File: src/design/isbc_pkg.sv
`default_nettype none

package isbc_pkg;

  // Buffer geometry
  localparam int BUF_DEPTH = 32;
  localparam int ADDR_W    = (BUF_DEPTH > 1) ? $clog2(BUF_DEPTH) : 1;
  localparam int IDX_W     = $clog2(BUF_DEPTH + 1);
  localparam int POS_W     = 9;

  typedef enum logic [2:0] {
    CMD_BUS   = 3'd0,
    CMD_WRITE = 3'd1,
    CMD_READ  = 3'd2,
    CMD_SEND  = 3'd3,
    CMD_RECV  = 3'd4
  } cmd_t;

  typedef enum logic [3:0] {
    BS_RD_ADDR_ACK = 4'd0,
    BS_TX_ACK      = 4'd1,
    BS_TX_NACK     = 4'd2,
    BS_GENCALL     = 4'd3,
    BS_WR_ADDR_ACK = 4'd4,
    BS_RX_ACK      = 4'd5,
    BS_GEN_RX_ACK  = 4'd6,
    BS_STOP        = 4'd7,
    BS_BUS_ERROR   = 4'd8,
    BS_OTHER       = 4'd9
  } bus_status_t;

  typedef enum logic [0:0] {
    S_IDLE = 1'b0,
    S_EXEC = 1'b1
  } fsm_state_t;

  typedef struct packed {
    logic [2:0] cmd;
    logic [3:0] bus_status;
    logic [7:0] rx_byte;
    logic [4:0] host_index;
    logic [7:0] host_byte;
    logic [7:0] msg_length;
  } item_t;

  typedef struct packed {
    logic       tx_load;
    logic [7:0] tx_byte;
    logic       int_enable;
    logic       clear_int;
    logic       ack_enable;
    logic       stop_request;
    logic       bus_error_flag;
    logic       last_ok;
    logic       rx_in_buffer;
    logic       general_call;
    logic       read_valid;
    logic [7:0] read_byte;
  } result_t;

  // Controller to datapath commands
  typedef struct packed {
    logic capture;  // latch item, start buffer read
    logic exec;     // update state, load result register
  } ctl_t;

  // Saturating index step
  function automatic logic [IDX_W-1:0] idx_adv(input logic [IDX_W-1:0] idx);
    logic [IDX_W-1:0] r;
    r = idx;
    if (idx < IDX_W'(BUF_DEPTH)) begin
      r = idx + IDX_W'(1);
    end
    return r;
  endfunction

endpackage

`default_nettype wire

File: src/design/isbc_ctrl.sv
`default_nettype none

module isbc_ctrl (
  input  wire logic          clk,
  input  wire logic          rst,
  input  wire logic          in_valid,
  output logic               in_ready,
  output logic               out_valid,
  input  wire logic          out_ready,
  output isbc_pkg::ctl_t     ctl
);
  import isbc_pkg::*;

  fsm_state_t state;
  fsm_state_t state_next;
  logic       out_free;

  assign out_free = !out_valid || out_ready;

  always_ff @(posedge clk) begin
    if (rst) begin
      state     <= S_IDLE;
      out_valid <= 1'b0;
    end else begin
      state <= state_next;
      if (ctl.exec) begin
        out_valid <= 1'b1;
      end else if (out_ready) begin
        out_valid <= 1'b0;
      end
    end
  end

  always_comb begin
    state_next = state;
    unique case (state)
      S_IDLE: begin
        if (in_valid) state_next = S_EXEC;
      end
      S_EXEC: begin
        if (out_free) state_next = S_IDLE;
      end
      default: state_next = S_IDLE;
    endcase
  end

  always_comb begin
    in_ready    = 1'b0;
    ctl.capture = 1'b0;
    ctl.exec    = 1'b0;
    unique case (state)
      S_IDLE: begin
        in_ready    = 1'b1;
        ctl.capture = in_valid;
      end
      S_EXEC: begin
        ctl.exec = out_free;
      end
      default: ;
    endcase
  end

`ifndef SYNTH
  a_accept_to_exec: assert property (@(posedge clk) disable iff (rst)
    in_valid && in_ready |=> state == S_EXEC)
    else $error("accepted item did not enter execution");

  a_stall_holds: assert property (@(posedge clk) disable iff (rst)
    state == S_EXEC && out_valid && !out_ready |=> state == S_EXEC)
    else $error("item left execution while result register was blocked");

  a_exec_gives_result: assert property (@(posedge clk) disable iff (rst)
    ctl.exec |=> out_valid && state == S_IDLE)
    else $error("execution did not produce a result");
`endif

endmodule

`default_nettype wire

File: src/design/isbc_datapath.sv
`default_nettype none

module isbc_datapath (
  input  wire logic             clk,
  input  wire logic             rst,
  input  wire isbc_pkg::ctl_t   ctl,
  input  wire isbc_pkg::item_t  item_in,
  output isbc_pkg::result_t     res
);
  import isbc_pkg::*;

  // Shared buffer
  logic [7:0] mem [BUF_DEPTH];

  item_t            item;
  logic [7:0]       rd_data;
  logic             rd_oor;

  logic [IDX_W-1:0] byte_index, byte_index_next;
  logic [7:0]       send_length, send_length_next;
  logic             busy, busy_next;
  logic             ok, ok_next;
  logic             pending, pending_next;
  logic             gencall, gencall_next;

  logic [POS_W-1:0] rd_pos;
  logic             mem_we;
  logic [ADDR_W-1:0] mem_wa;
  logic [7:0]       mem_wd;
  logic [7:0]       rd_val;
  result_t          res_next;

  // Read position chosen from the incoming item and current index
  always_comb begin
    if (item_in.cmd == CMD_BUS && item_in.bus_status == BS_RD_ADDR_ACK) begin
      rd_pos = '0;
    end else if (item_in.cmd == CMD_BUS) begin
      rd_pos = POS_W'(byte_index);
    end else begin
      rd_pos = POS_W'(item_in.host_index);
    end
  end

  always_ff @(posedge clk) begin
    if (ctl.capture) begin
      item    <= item_in;
      rd_data <= mem[rd_pos[ADDR_W-1:0]];
      rd_oor  <= rd_pos >= POS_W'(BUF_DEPTH);
    end
    if (mem_we) begin
      mem[mem_wa] <= mem_wd;
    end
    if (ctl.exec) begin
      res <= res_next;
    end
  end

  assign rd_val = rd_oor ? 8'hFF : rd_data;

  always_comb begin
    byte_index_next  = byte_index;
    send_length_next = send_length;
    busy_next        = busy;
    ok_next          = ok;
    pending_next     = pending;
    gencall_next     = gencall;
    mem_we           = 1'b0;
    mem_wa           = byte_index[ADDR_W-1:0];
    mem_wd           = item.rx_byte;
    res_next         = '0;

    if (item.cmd == CMD_BUS) begin
      res_next.clear_int = 1'b1;
      case (item.bus_status) inside
        BS_RD_ADDR_ACK, BS_TX_ACK: begin
          res_next.tx_load    = 1'b1;
          res_next.tx_byte    = rd_val;
          byte_index_next     = (item.bus_status == BS_RD_ADDR_ACK) ?
                                idx_adv('0) : idx_adv(byte_index);
          busy_next           = 1'b1;
          res_next.ack_enable = 1'b1;
        end
        BS_TX_NACK: begin
          if (POS_W'(byte_index) == POS_W'(send_length)) ok_next = 1'b1;
          busy_next          = 1'b0;
          res_next.clear_int = 1'b0;
        end
        BS_GENCALL, BS_WR_ADDR_ACK: begin
          if (item.bus_status == BS_GENCALL) gencall_next = 1'b1;
          pending_next        = 1'b1;
          byte_index_next     = '0;
          busy_next           = 1'b1;
          res_next.ack_enable = 1'b1;
        end
        BS_RX_ACK, BS_GEN_RX_ACK: begin
          mem_we              = ctl.exec && (byte_index < IDX_W'(BUF_DEPTH));
          byte_index_next     = idx_adv(byte_index);
          ok_next             = 1'b1;
          busy_next           = 1'b1;
          res_next.ack_enable = 1'b1;
        end
        BS_STOP: begin
          busy_next          = 1'b0;
          res_next.clear_int = 1'b0;
        end
        default: begin
          // bus error, other and unused codes: recovery with stop
          res_next.bus_error_flag = (item.bus_status == BS_BUS_ERROR);
          busy_next               = 1'b1;
          res_next.ack_enable     = 1'b1;
          res_next.stop_request   = 1'b1;
        end
      endcase
    end else if (!busy) begin
      case (item.cmd) inside
        CMD_WRITE: begin
          mem_we = ctl.exec && (POS_W'(item.host_index) < POS_W'(BUF_DEPTH));
          mem_wa = item.host_index[ADDR_W-1:0];
          mem_wd = item.host_byte;
        end
        CMD_READ: begin
          if (ok) begin
            res_next.read_valid = 1'b1;
            res_next.read_byte  = rd_val;
            pending_next        = 1'b0;
          end
        end
        CMD_SEND, CMD_RECV: begin
          if (item.cmd == CMD_SEND) send_length_next = item.msg_length;
          busy_next           = 1'b1;
          res_next.clear_int  = 1'b1;
          res_next.ack_enable = 1'b1;
        end
        default: ;
      endcase
    end

    res_next.int_enable   = busy_next;
    res_next.last_ok      = ok_next;
    res_next.rx_in_buffer = pending_next;
    res_next.general_call = gencall_next;
  end

  always_ff @(posedge clk) begin
    if (rst) begin
      byte_index  <= '0;
      send_length <= '0;
      busy        <= 1'b0;
      ok          <= 1'b0;
      pending     <= 1'b0;
      gencall     <= 1'b0;
    end else if (ctl.exec) begin
      byte_index  <= byte_index_next;
      send_length <= send_length_next;
      busy        <= busy_next;
      ok          <= ok_next;
      pending     <= pending_next;
      gencall     <= gencall_next;
    end
  end

`ifndef SYNTH
  a_index_range: assert property (@(posedge clk) disable iff (rst)
    byte_index <= IDX_W'(BUF_DEPTH))
    else $error("byte index beyond buffer depth");

  a_ok_sticky: assert property (@(posedge clk) disable iff (rst)
    ok |=> ok)
    else $error("transfer ok flag cleared outside reset");

  a_busy_matches_int: assert property (@(posedge clk) disable iff (rst)
    ctl.exec |=> res.int_enable == busy)
    else $error("interrupt enable differs from busy state");
`endif

endmodule

`default_nettype wire

File: src/design/i2c_slave_buffer_controller.sv
`default_nettype none

// Slave-side I2C buffer and sequencer.
// Input channel s_*: one item per bus status event or host command. s_tuser
// carries the command kind, s_tdata the event status, received byte and host
// operands. Output channel m_*: exactly one result item per input item, with
// the control word for the bus interface, the next transmit byte, the status
// flags and host read data; m_tuser flags which of tx_byte / read_byte hold data.
// Each accepted item first has its buffer read registered, then the state update
// loads the result register onto m_*; that update waits while an earlier result
// is still unread. A new item is accepted only once the last one has left execution.
// The next item is accepted while a result still waits on m_*; it then holds in
// execution until m_tready frees the register.
// Reset (rst, synchronous) clears index, send length and all flags and empties
// the result register; buffer contents are undefined until written.
// A stalled receiver holds m_tvalid and the result stable, and stalls at most
// one further item inside the block.

module i2c_slave_buffer_controller (
  input  wire logic        clk,
  input  wire logic        rst,
  // item in
  input  wire logic        s_tvalid,
  output logic             s_tready,
  input  wire logic [39:0] s_tdata,  // bus_status[3:0], rx_byte[11:4],
                                     // host_index[16:12], host_byte[24:17],
                                     // msg_length[32:25], zero pad
  input  wire logic [2:0]  s_tuser,  // cmd[2:0]
  // result out
  output logic             m_tvalid,
  input  wire logic        m_tready,
  output logic [23:0]      m_tdata,  // tx_byte[7:0], int_enable[8], clear_int[9],
                                     // ack_enable[10], stop_request[11],
                                     // bus_error_flag[12], last_ok[13],
                                     // rx_in_buffer[14], general_call[15],
                                     // read_byte[23:16]
  output logic [1:0]       m_tuser   // tx_load[0], read_valid[1]
);
  import isbc_pkg::*;

  ctl_t    ctl;
  item_t   item_in;
  result_t res;

  assign item_in.cmd        = s_tuser;
  assign item_in.bus_status = s_tdata[3:0];
  assign item_in.rx_byte    = s_tdata[11:4];
  assign item_in.host_index = s_tdata[16:12];
  assign item_in.host_byte  = s_tdata[24:17];
  assign item_in.msg_length = s_tdata[32:25];

  isbc_ctrl u_ctrl (
    .clk       (clk),
    .rst       (rst),
    .in_valid  (s_tvalid),
    .in_ready  (s_tready),
    .out_valid (m_tvalid),
    .out_ready (m_tready),
    .ctl       (ctl)
  );

  isbc_datapath u_dp (
    .clk     (clk),
    .rst     (rst),
    .ctl     (ctl),
    .item_in (item_in),
    .res     (res)
  );

  // Result packing
  assign m_tdata = {res.read_byte, res.general_call, res.rx_in_buffer, res.last_ok,
                    res.bus_error_flag, res.stop_request, res.ack_enable,
                    res.clear_int, res.int_enable, res.tx_byte};
  assign m_tuser = {res.read_valid, res.tx_load};

endmodule

`default_nettype wire

File: config.mk
export PLATFORM = sky130hd
export DESIGN_NAME = i2c_slave_buffer_controller
export DESIGN_NICKNAME = d
export VERILOG_FILES = /design/src/design/isbc_pkg.sv /design/src/design/isbc_ctrl.sv /design/src/design/isbc_datapath.sv /design/src/design/i2c_slave_buffer_controller.sv
export SDC_FILE = /design/constraint.sdc
export NUM_CORES = 1
export LEC_CHECK = 0
export BUFFER_PORTS_ARGS = -buffer_cell sky130_fd_sc_hd__buf_2
export CORE_UTILIZATION = 35
export CTS_BUF_LIST = sky130_fd_sc_hd__clkbuf_16
export DETAILED_ROUTE_END_ITERATION = 8
export HOLD_SLACK_MARGIN = 0.15
export SLEW_MARGIN = 0
export SYNTH_ARGS = -nofsm -noshare
export SYNTH_HDL_FRONTEND = slang
export SYNTH_SLANG_ARGS = --single-unit
File: constraint.sdc
create_clock -name clk -period 3.68 [get_ports clk]
set_input_delay 0.736 -clock clk [delete_from_list [all_inputs] [get_ports clk]]
set_output_delay 0.736 -clock clk [all_outputs]
set_load 0.05 [all_outputs]
==> results of run 1 <==
[synth_stat cells (all sizes together) (18+ instances only)]
master,n,area (um2)
a31oi,18,143
dfxtp,20,400
mux2i,46,460
clkbuf,24,90.1
nor2,86,325
edfxtp,326,9790
nand2,103,389
buf,33,214
nor3,32,171
o32ai,33,289
o21ai,20,100
[sequential cells by signal, summed over array words and instances (netlist names)]
signal / cells
u_dp.ok: 1
u_ctrl.state: 1
u_dp.rd_oor: 1
u_dp.mem: 256
u_dp.send_length: 8
u_dp.busy: 1
u_dp.rd_data: 8
u_dp.pending: 1
u_dp.byte_index: 6
u_dp.item: 36
u_dp.gencall: 1
u_dp.res: 25
u_ctrl.out_valid: 1
[cells by family after synthesis]
kind of cell    count (synthesis)
compound gates                194
fa+ha+maj                       1
mux                            48
buf+inv                        66
xor+xnor                       11
flops                         346
simple gates                  272
[per-stage QoR]
stage | instances | hold slack, ns | instance area, um2
after floorplan | 938 | 0.429 | 13800
after global placement | 1544 | 0.446 | 15200
after detailed placement | 1544 | 0.455 | 15200
after CTS | 1611 | 0.378 | 16400
after global routing | 1611 | 0.377 | 16400
final | 1611 | 0.389 | 16400
[worst max-delay path: cells and delay by family]
kind / cells / cell delay, ns
AO/OA/AOI/OAI: 6 / 1.94
buffers and inverters: 3 / 0.59
[path summary, 6_finish.rpt]
| path | startpoint | endpoint | slack (ns) | cells past startpoint |
|---|---|---|---|---|
| hold reg to reg | u_dp.gencall$_SDFFE_PP0N_ | u_dp.gencall$_SDFFE_PP0N_ | 0.47 | 2 |
| hold / removal | s_tdata[10] | u_dp.item[27]$_DFFE_PP_ | 0.39 | 1 |
| setup / recovery | s_tuser[1] | u_dp.rd_data[0]$_DFFE_PP_ | 0.61 | 9 |
| setup reg to reg | u_dp.item[35]$_DFFE_PP_ | u_dp.mem[6][6]$_DFFE_PP_ | 0.77 | 6 |
[cells in the final DEF, fill, tap and decap left out, types with 20 or more instances in the layout]
master and count:
buf_2 67, buf_4 72, nor3_1 31, clkbuf_16 39, nand2_1 102, o32ai_1 33, edfxtp_1 326, nor2_1 85
mux2i_1 46, dfxtp_1 20
[power by group]
group	total, uW	internal [uW]	switching, uW
sequential	4440	4410	31.6
combinational	659	193	467
clock	3680	2200	1470
[metal layers]
metal	global-route usage [%]	part of all wire (%)	routed length (um)	vias to the layer above
met1	22.9	44	14600	4263
met5	0	0	0	-
met4	4.85	2.5	853	0
li1	-	-	-	3945
met2	26.8	47	15900	310
met3	2.78	6.5	2170	69
[final cells by class]
type / count / area [um2] / area share (%)
clock inverters: 28 / 243 / 1.48
multi-input cells: 526 / 3350 / 20.4
clock buffers: 39 / 976 / 5.94
inverters: 9 / 33.8 / 0.206
flip-flops and latches: 346 / 10200 / 62.0
repair buffers: 145 / 996 / 6.06
well taps: 518 / 648 / 3.94
==> impl_metrics.yaml, run 1 <==
sta:
  rsz0062_at_grt: "false"
  fmax_ghz: 0.325
  slew_headroom_pct: 21.7
  worst_slew_pin_slew_ns: 1.17
  final.setup_skew_ns: 0.0285
  fin_crit_sh_pct: 83.5
  setup_violations: 0
  fin_ws_ns: 0.606
  min_period_ns: 3.07
  hold_viol: 0
  setup_tns_ns: 0
  final_max_slew_viol_count: 0
final_layout:
  fillCellCount: 3467
  final_util_pct: 42.3
  diodes: 0
  layout.nets: 1114
  drive_gt1_share_pct: 21.0
  syn2layout_area_growth_pct: 18.7
worst_setup_path:
  worst_setup_path_end_kind: "register"
  crit_type: "in -> reg"
  cp_slowest_stage_delay_ns: 0.61
  cp.required_ns: 3.88
  cp_max_fo: 20
  arrival_ns: 3.27
  cp_slowest_cell: "a311oi_1"
  path_cells: "buf_2 -> o31a_1 -> a21o_2 -> buf_12 -> buf_4 -> o32ai_1 -> a211oi_1 -> a311oi_1 -> o211ai_1"
  startpoint_type: "primary input"
synth:
  synth_mux_area_share_pct: 3.49
  synth_top_family_by_area: "compound AO/OA/AOI/OAI gates"
  ys_types: 64
  syn_nets: 986
  ys_ff_latch: 346
  syn_area_mm2: 0.0138
  ys_async_sr_fraction_pct: 0
  postSynthAreaPerCell_um2: 14.8
  synthAdderAreaFrac_pct: 0.0904
  synth_ff_type: "edfxtp_1"
  synthCells: 938
  synth_xor_area_share_pct: 0.696
  synth_edf_count: 326
  yosysWarningCount: 0
  seq_area_frac_synth_pct: 73.6
  synth_simple_gate_area_share_pct: 8.81
  synth-compound-area-share_pct: 10.8
route:
  post_drt_wl_per_cell_um: 20.8
  first_pass_iters: 8
  drc: 0
  drtAntennaViolNets: 0
  wirelength_mm: 33.5
  vias: 8587
  drt_iter0_markers: 832
  viasPerCell: 5.33
run:
  drv_cap: 0
die:
  die-area_mm2: 0.0403
  fp-row-count: 72
  core_mm2: 0.0388
  die_w_um: 201
  die_h_um: 201
  start_util_pct: 35.6
  pin_count: 75
power:
  ir_worst_vdd_mv: 0.239
  power_uw: 8780
  p_leak_uw: 0.00560
  cellPowerDensity_mw_per_mm2: 534
global_route:
  grtUsageTotal_pct: 16.6
  globalRouteOverflowTotal: 0
  grt_max_degree: 46
  grt_pass1_wl_mm: 51.0
  antenna_found_initial: 0
  grt_pass1_vias: 8210
place:
  port_buffers: 67
  dp_hpwl_mm: 21.5
  pre_cts_slack_ns: 0.141
  gp_congestion: 0.889
cts:
  htreeDepth: 2
  ctsResizeCount: 0
  postCtsSetupRepairBufs: 0
  clk_pin_slew_ns: 0.05
  cts.sinks: 346
  cts_root_buffer: "clkbuf_16"
  numCtsBuffers: 38
  cts_tree: "built"
  insertion_delay_ns: 0.53
  hold_buffers: 0
  clockBufferDepth: 3
status:
  status: "complete, no violations"
worst_hold_path:
  hold_path_class: "in -> reg"
No activity file was read; power rests on OpenSTA's default activity.
==> inputs of run 2 (changes only) <==
- clock period: 3.68 -> 2.6 ns (I/O delays scaled with it)
==> run 2 against run 1 <==
Compared with the run above: sequential share of layout area down 2.3 points; routed wire length up 3.6%; combinational power up 59%; final area up 3.8%; non-clock buffer count up 85; worst hold slack worse by 0.21 ns; utilization up 1.6 points; via count up 3.8%; cell count up 5.0%; worst setup slack worse by 0.53 ns; clock power up 27%; critical path type unchanged; largest power group unchanged; highest routed layer unchanged.
==> impl_metrics.yaml, run 2 (synthesis results as in run 1) <==
final_layout:
  finalInstanceArea_mm2: 0.0171
  layout.nets: 1197
  reg_top3: "u_dp.mem x256, u_dp.item x36, u_dp.res x25"
  largest-register: "u_dp.mem"
  drive_gt1_share_pct: 26.6
  largest_reg_flops: 256
  diodes: 0
  layout_common_cells: "edfxtp_1 (326), buf_4 (149), nand2_1 (100)"
  layout_commonest_cell: "edfxtp_1"
  fin_cells: 1691
  syn2layout_area_growth_pct: 23.3
worst_setup_path:
  reg2reg_from: "u_dp.byte_index[1]$_SDFFE_PP0P_"
  cp_slowest_cell: "or4_4"
  arrival_ns: 2.77
  critPathTopFamily: "simple AND/OR/NAND/NOR gates"
  cp_max_fo: 4
  cp_num_buf_inv: 2
  cp_slowest_stage_delay_ns: 0.57
  worst_setup_path_end_kind: "register"
  path_cells: "buf_2 -> or4_4 -> a31oi_4 -> buf_12 -> mux2_4 -> o221ai_2 -> a311oi_1 -> or4_1"
  rrSetupSlack_ns: 0.11
  crit_type: "in -> reg"
  cp.required_ns: 2.85
  rr_worst_depth: 6
  startpoint_type: "primary input"
  r2r-end: "u_dp.rd_data[6]$_DFFE_PP_"
status:
  status: "complete, no violations"
sta:
  fmax_ghz: 0.396
  worst_slew_pin_slew_ns: 0.624
  min_period_ns: 2.53
  slew_headroom_pct: 58.4
  setup_violations: 0
  final_max_slew_viol_count: 0
  hold_viol: 0
  fin_crit_sh_pct: 97.2
  fin_ws_ns: 0.0717
  final.setup_skew_ns: 0.00862
  whs_ns: 0.179
route:
  drtAntennaViolNets: 0
  drc: 0
  wirelength_mm: 34.7
  first_pass_iters: 5
  vias: 8917
  post_drt_wl_per_cell_um: 20.5
  drt_iter0_markers: 789
  viasPerCell: 5.27
die:
  fp-row-count: 72
  die_h_um: 201
  start_util_pct: 35.6
  die_w_um: 201
  core_mm2: 0.0388
  pin_count: 75
  die-area_mm2: 0.0403
power:
  cellPowerDensity_mw_per_mm2: 704
  ir_worst_vdd_mv: 0.352
  p_leak_uw: 0.00600
place:
  port_buffers: 67
  dp_hpwl_mm: 23.0
  place_inst: 1627
  gp_congestion: 0.899
  dpl-instance-area_mm2: 0.0160
  pre_cts_slack_ns: -0.483
worst_hold_path:
  hold_path_class: "in -> reg"
  hp-start: "s_tdata[28]"
  holdPathStages: 1
  hold_end: "u_dp.item[3]$_DFFE_PP_"
cts:
  htreeDepth: 2
  clk_pin_slew_ns: 0.06
  cts_tree: "built"
  insertion_delay_ns: 0.51
  cts.sinks: 346
  clockBufferDepth: 3
  cts_root_buffer: "clkbuf_16"
  numCtsBuffers: 36
global_route:
  antenna_found_initial: 0
  globalRouteOverflowTotal: 0
  grt_pass1_wl_mm: 52.9
  grt_max_degree: 46
  grt_pass1_vias: 8877
  grtUsageTotal_pct: 17.1
run:
  drv_cap: 0
## run 2: how the worst max path moves through the flow
stage | start | to | slack, ns | cells after the start
6_report | s_tdata[1] | u_dp.rd_data[6]$_DFFE_PP_ | 0.07 | 8
2_1_floorplan | s_tdata[1] | u_dp.rd_data[6]$_DFFE_PP_ | -0.18 | 7
5_1_grt | u_dp.byte_index[1]$_SDFFE_PP0P_ | u_dp.rd_data[6]$_DFFE_PP_ | -0.03 | 6
3_5_place_dp | s_tuser[1] | u_dp.rd_data[3]$_DFFE_PP_ | -0.48 | 11
4_1_cts | u_dp.byte_index[4]$_SDFFE_PP0P_ | u_dp.rd_data[3]$_DFFE_PP_ | 0.06 | 9
3_3_place_gp | s_tdata[1] | u_dp.rd_data[6]$_DFFE_PP_ | -0.43 | 7
## run 2: what timing repair did
action | CTS | global route
resized for setup | 1 | 1
pin swaps | 0 | 1
setup endpoints to repair | 1 | 3
hold buffers | 0 | 0
cloned | 0 | 0
buffers inserted | 0 | 2
## run 2: through the flow
step	power (uW)	utilization, %	setup TNS [ns]
6_report	12000	43.9	0
5_1_grt	12400	43.9	-0.0277
4_1_cts	12100	43.9	0
3_5_place_dp	7450	41.1	-3.14
3_3_place_gp	7440	41.1	-2.93
2_1_floorplan	6960	-	-0.181
## run 2: report_power, final
part / switching (uW) / internal, uW
Clock: 2000 / 2670
Combinational: 683 / 372
Sequential: 46.4 / 6240
Total: 2730 / 9280
## run 2: final cells by class
cell class / instances / area (um2)
inverters: 9 / 33.8
fillers: 3426 / 21800
clock buffers: 37 / 926
multi-input cells: 526 / 3390
flip-flops and latches: 346 / 10200
well taps: 518 / 648
repair buffers: 230 / 1730
clock inverters: 25 / 138
## run 2: layer usage
metal,global-route usage (%),routed length [um]
met1,22.6,15200
met2,28.9,16800
met3,2.92,1910
met4,5.13,767
met5,0,0
==> inputs of run 3 (changes only) <==
- CTS_BUF_LIST: sky130_fd_sc_hd__clkbuf_16 -> sky130_fd_sc_hd__clkbuf_4 sky130_fd_sc_hd__clkbuf_8
==> run 3 against run 2 <==
Compared with the run above: register-to-register slack better by 0.02 ns; sequential power hardly changed; cell count rose by 3.6%; non-clock buffer count grew 22; via count grew 1.5%; fmax up 2.3%; power decreased by 1.1%.
==> impl_metrics.yaml, run 3 (synthesis results as in run 1) <==
worst_setup_path:
  cp_slowest_cell: "dfxtp_1"
  cp_slowest_stage_delay_ns: 0.51
  cp_max_fo: 24
  path_cells: "a31o_2 -> buf_4 -> nand2b_1 -> o22ai_1 -> a311oi_1 -> or4_1"
  startpoint_type: "register"
  cp_num_buf_inv: 1
  critPathTopFamily: "simple AND/OR/NAND/NOR gates"
  worst_setup_path_end_kind: "register"
  arrival_ns: 2.78
  crit_type: "reg -> reg"
  cp.required_ns: 2.91
global_route:
  grt_max_degree: 46
  grtUsageTotal_pct: 17.4
  grt_pass1_vias: 9133
  busiest_layer: "met2"
  antenna_found_initial: 0
  met1_usage_pct: 22.5
  met3_usage_pct: 3.23
  globalRouteOverflowTotal: 0
  grt_pass1_wl_mm: 53.6
  grtUsageMet2_pct: 29.5
final_layout:
  largest-register: "u_dp.mem"
  reg_top3: "u_dp.mem x256, u_dp.item x36, u_dp.res x25"
  largest_reg_flops: 256
  layout_common_cells: "edfxtp_1 (326), buf_4 (148), nand2_1 (100)"
  syn2layout_area_growth_pct: 25.0
  fillCellCount: 3438
  diodes: 0
  drive_gt1_share_pct: 28.8
  seqCellArea_mm2: 0.0102
  final_util_pct: 44.6
  layout.nets: 1238
  layout_commonest_cell: "edfxtp_1"
  multiInputGateArea_mm2: 0.00339
route:
  first_pass_iters: 4
  drtAntennaViolNets: 0
  drt_iter0_markers: 734
  drc: 0
  viasPerCell: 5.17
  vias: 9053
  wirelength_mm: 35.1
  post_drt_wl_per_cell_um: 20.0
die:
  start_util_pct: 35.6
  core_mm2: 0.0388
  die-area_mm2: 0.0403
  fp-row-count: 72
  die_h_um: 201
  die_w_um: 201
  pin_count: 75
sta:
  final.setup_skew_ns: 0.0133
  slew_headroom_pct: 59.2
  final_max_slew_viol_count: 0
  rsz0062_at_grt: "false"
  hold_viol: 0
  min_period_ns: 2.47
  setup_violations: 0
  whs_ns: 0.195
  worst_slew_pin_slew_ns: 0.610
  fin_crit_sh_pct: 95.0
  fmax_ghz: 0.405
  setup_tns_ns: 0
  fin_ws_ns: 0.129
cts:
  cts_root_buffer: "clkbuf_8"
  insertion_delay_ns: 0.57
  clockBufferDepth: 3
  cts.sinks: 346
  cts_tree: "built"
  clk_pin_slew_ns: 0.06
  numCtsBuffers: 55
  htreeDepth: 2
status:
  status: "complete, no violations"
run:
  drv_cap: 0
power:
  ir_worst_vdd_mv: 0.367
  cellPowerDensity_mw_per_mm2: 687
  p_leak_uw: 0.00613
place:
  gp_congestion: 0.899
  port_buffers: 67
  pre_cts_slack_ns: -0.483
  dp_hpwl_mm: 23.0
worst_hold_path:
  hold_path_class: "in -> reg"
## run 3: cell types whose count changed in the layout (fill, tap and decap cells not counted), moves of 2 or more
cell	delta
clkbuf_16	-37
clkbuf_4	+26
clkbuf_8	+61
clkinv_1	+4
clkinv_2	-3
clkinvlp_4	-2
dlygate4sd3_1	+24
inv_1	-9
## run 3: worst paths after layout
check | from | end | slack [ns] | cells past startpoint
worst max-delay path | u_dp.byte_index[1]$_SDFFE_PP0P_ | u_dp.rd_data[6]$_DFFE_PP_ | 0.13 | 6
worst min-delay path | s_tdata[14] | u_dp.item[18]$_DFFE_PP_ | 0.19 | 1
worst min register to register | u_dp.gencall$_SDFFE_PP0N_ | u_dp.gencall$_SDFFE_PP0N_ | 0.46 | 2
worst max register to register | u_dp.byte_index[1]$_SDFFE_PP0P_ | u_dp.rd_data[6]$_DFFE_PP_ | 0.13 | 6
## run 3: layer usage
layer | wire length, um | share of wire, %
met5 | 0 | 0
met2 | 17400 | 49
met4 | 755 | 2.2
met3 | 1910 | 5.4
met1 | 15100 | 43
## run 3: per-stage QoR
step / cell area, um2 / power, uW / instances
after floorplan: 13900 / 6960 / 938
final: 17300 / 11900 / 1752
after detailed placement: 16000 / 7450 / 1627
after global placement: 16000 / 7440 / 1627
after global routing: 17300 / 12300 / 1752
after CTS: 17300 / 12000 / 1752
## run 3: power by group
| part | total (uW) | internal, uW | leakage [uW] | switching, uW |
|---|---|---|---|---|
| combinational | 1070 | 391 | 0.00240 | 683 |
| clock | 4520 | 2510 | 0.000592 | 2010 |
| sequential | 6290 | 6240 | 0.00313 | 47.3 |
## run 3: what timing repair did
action | in CTS | in global routing
buffers inserted | 0 | 0
endpoints found under the hold margin | 24 | 0
hold buffers | 24 | 0
resized for setup | 1 | 2
endpoints found under the setup margin | 1 | 9
## run 3: cell type report
cell class | instances | share of cell area [%]
Clock buffer | 87 | 5.98
Inverter | 9 | 0.195
Tap cell | 518 | 3.74
Timing Repair Buffer | 252 | 11.2
Clock inverter | 14 | 0.340
Multi-Input combinational cell | 526 | 19.6
Sequential cell | 346 | 58.9
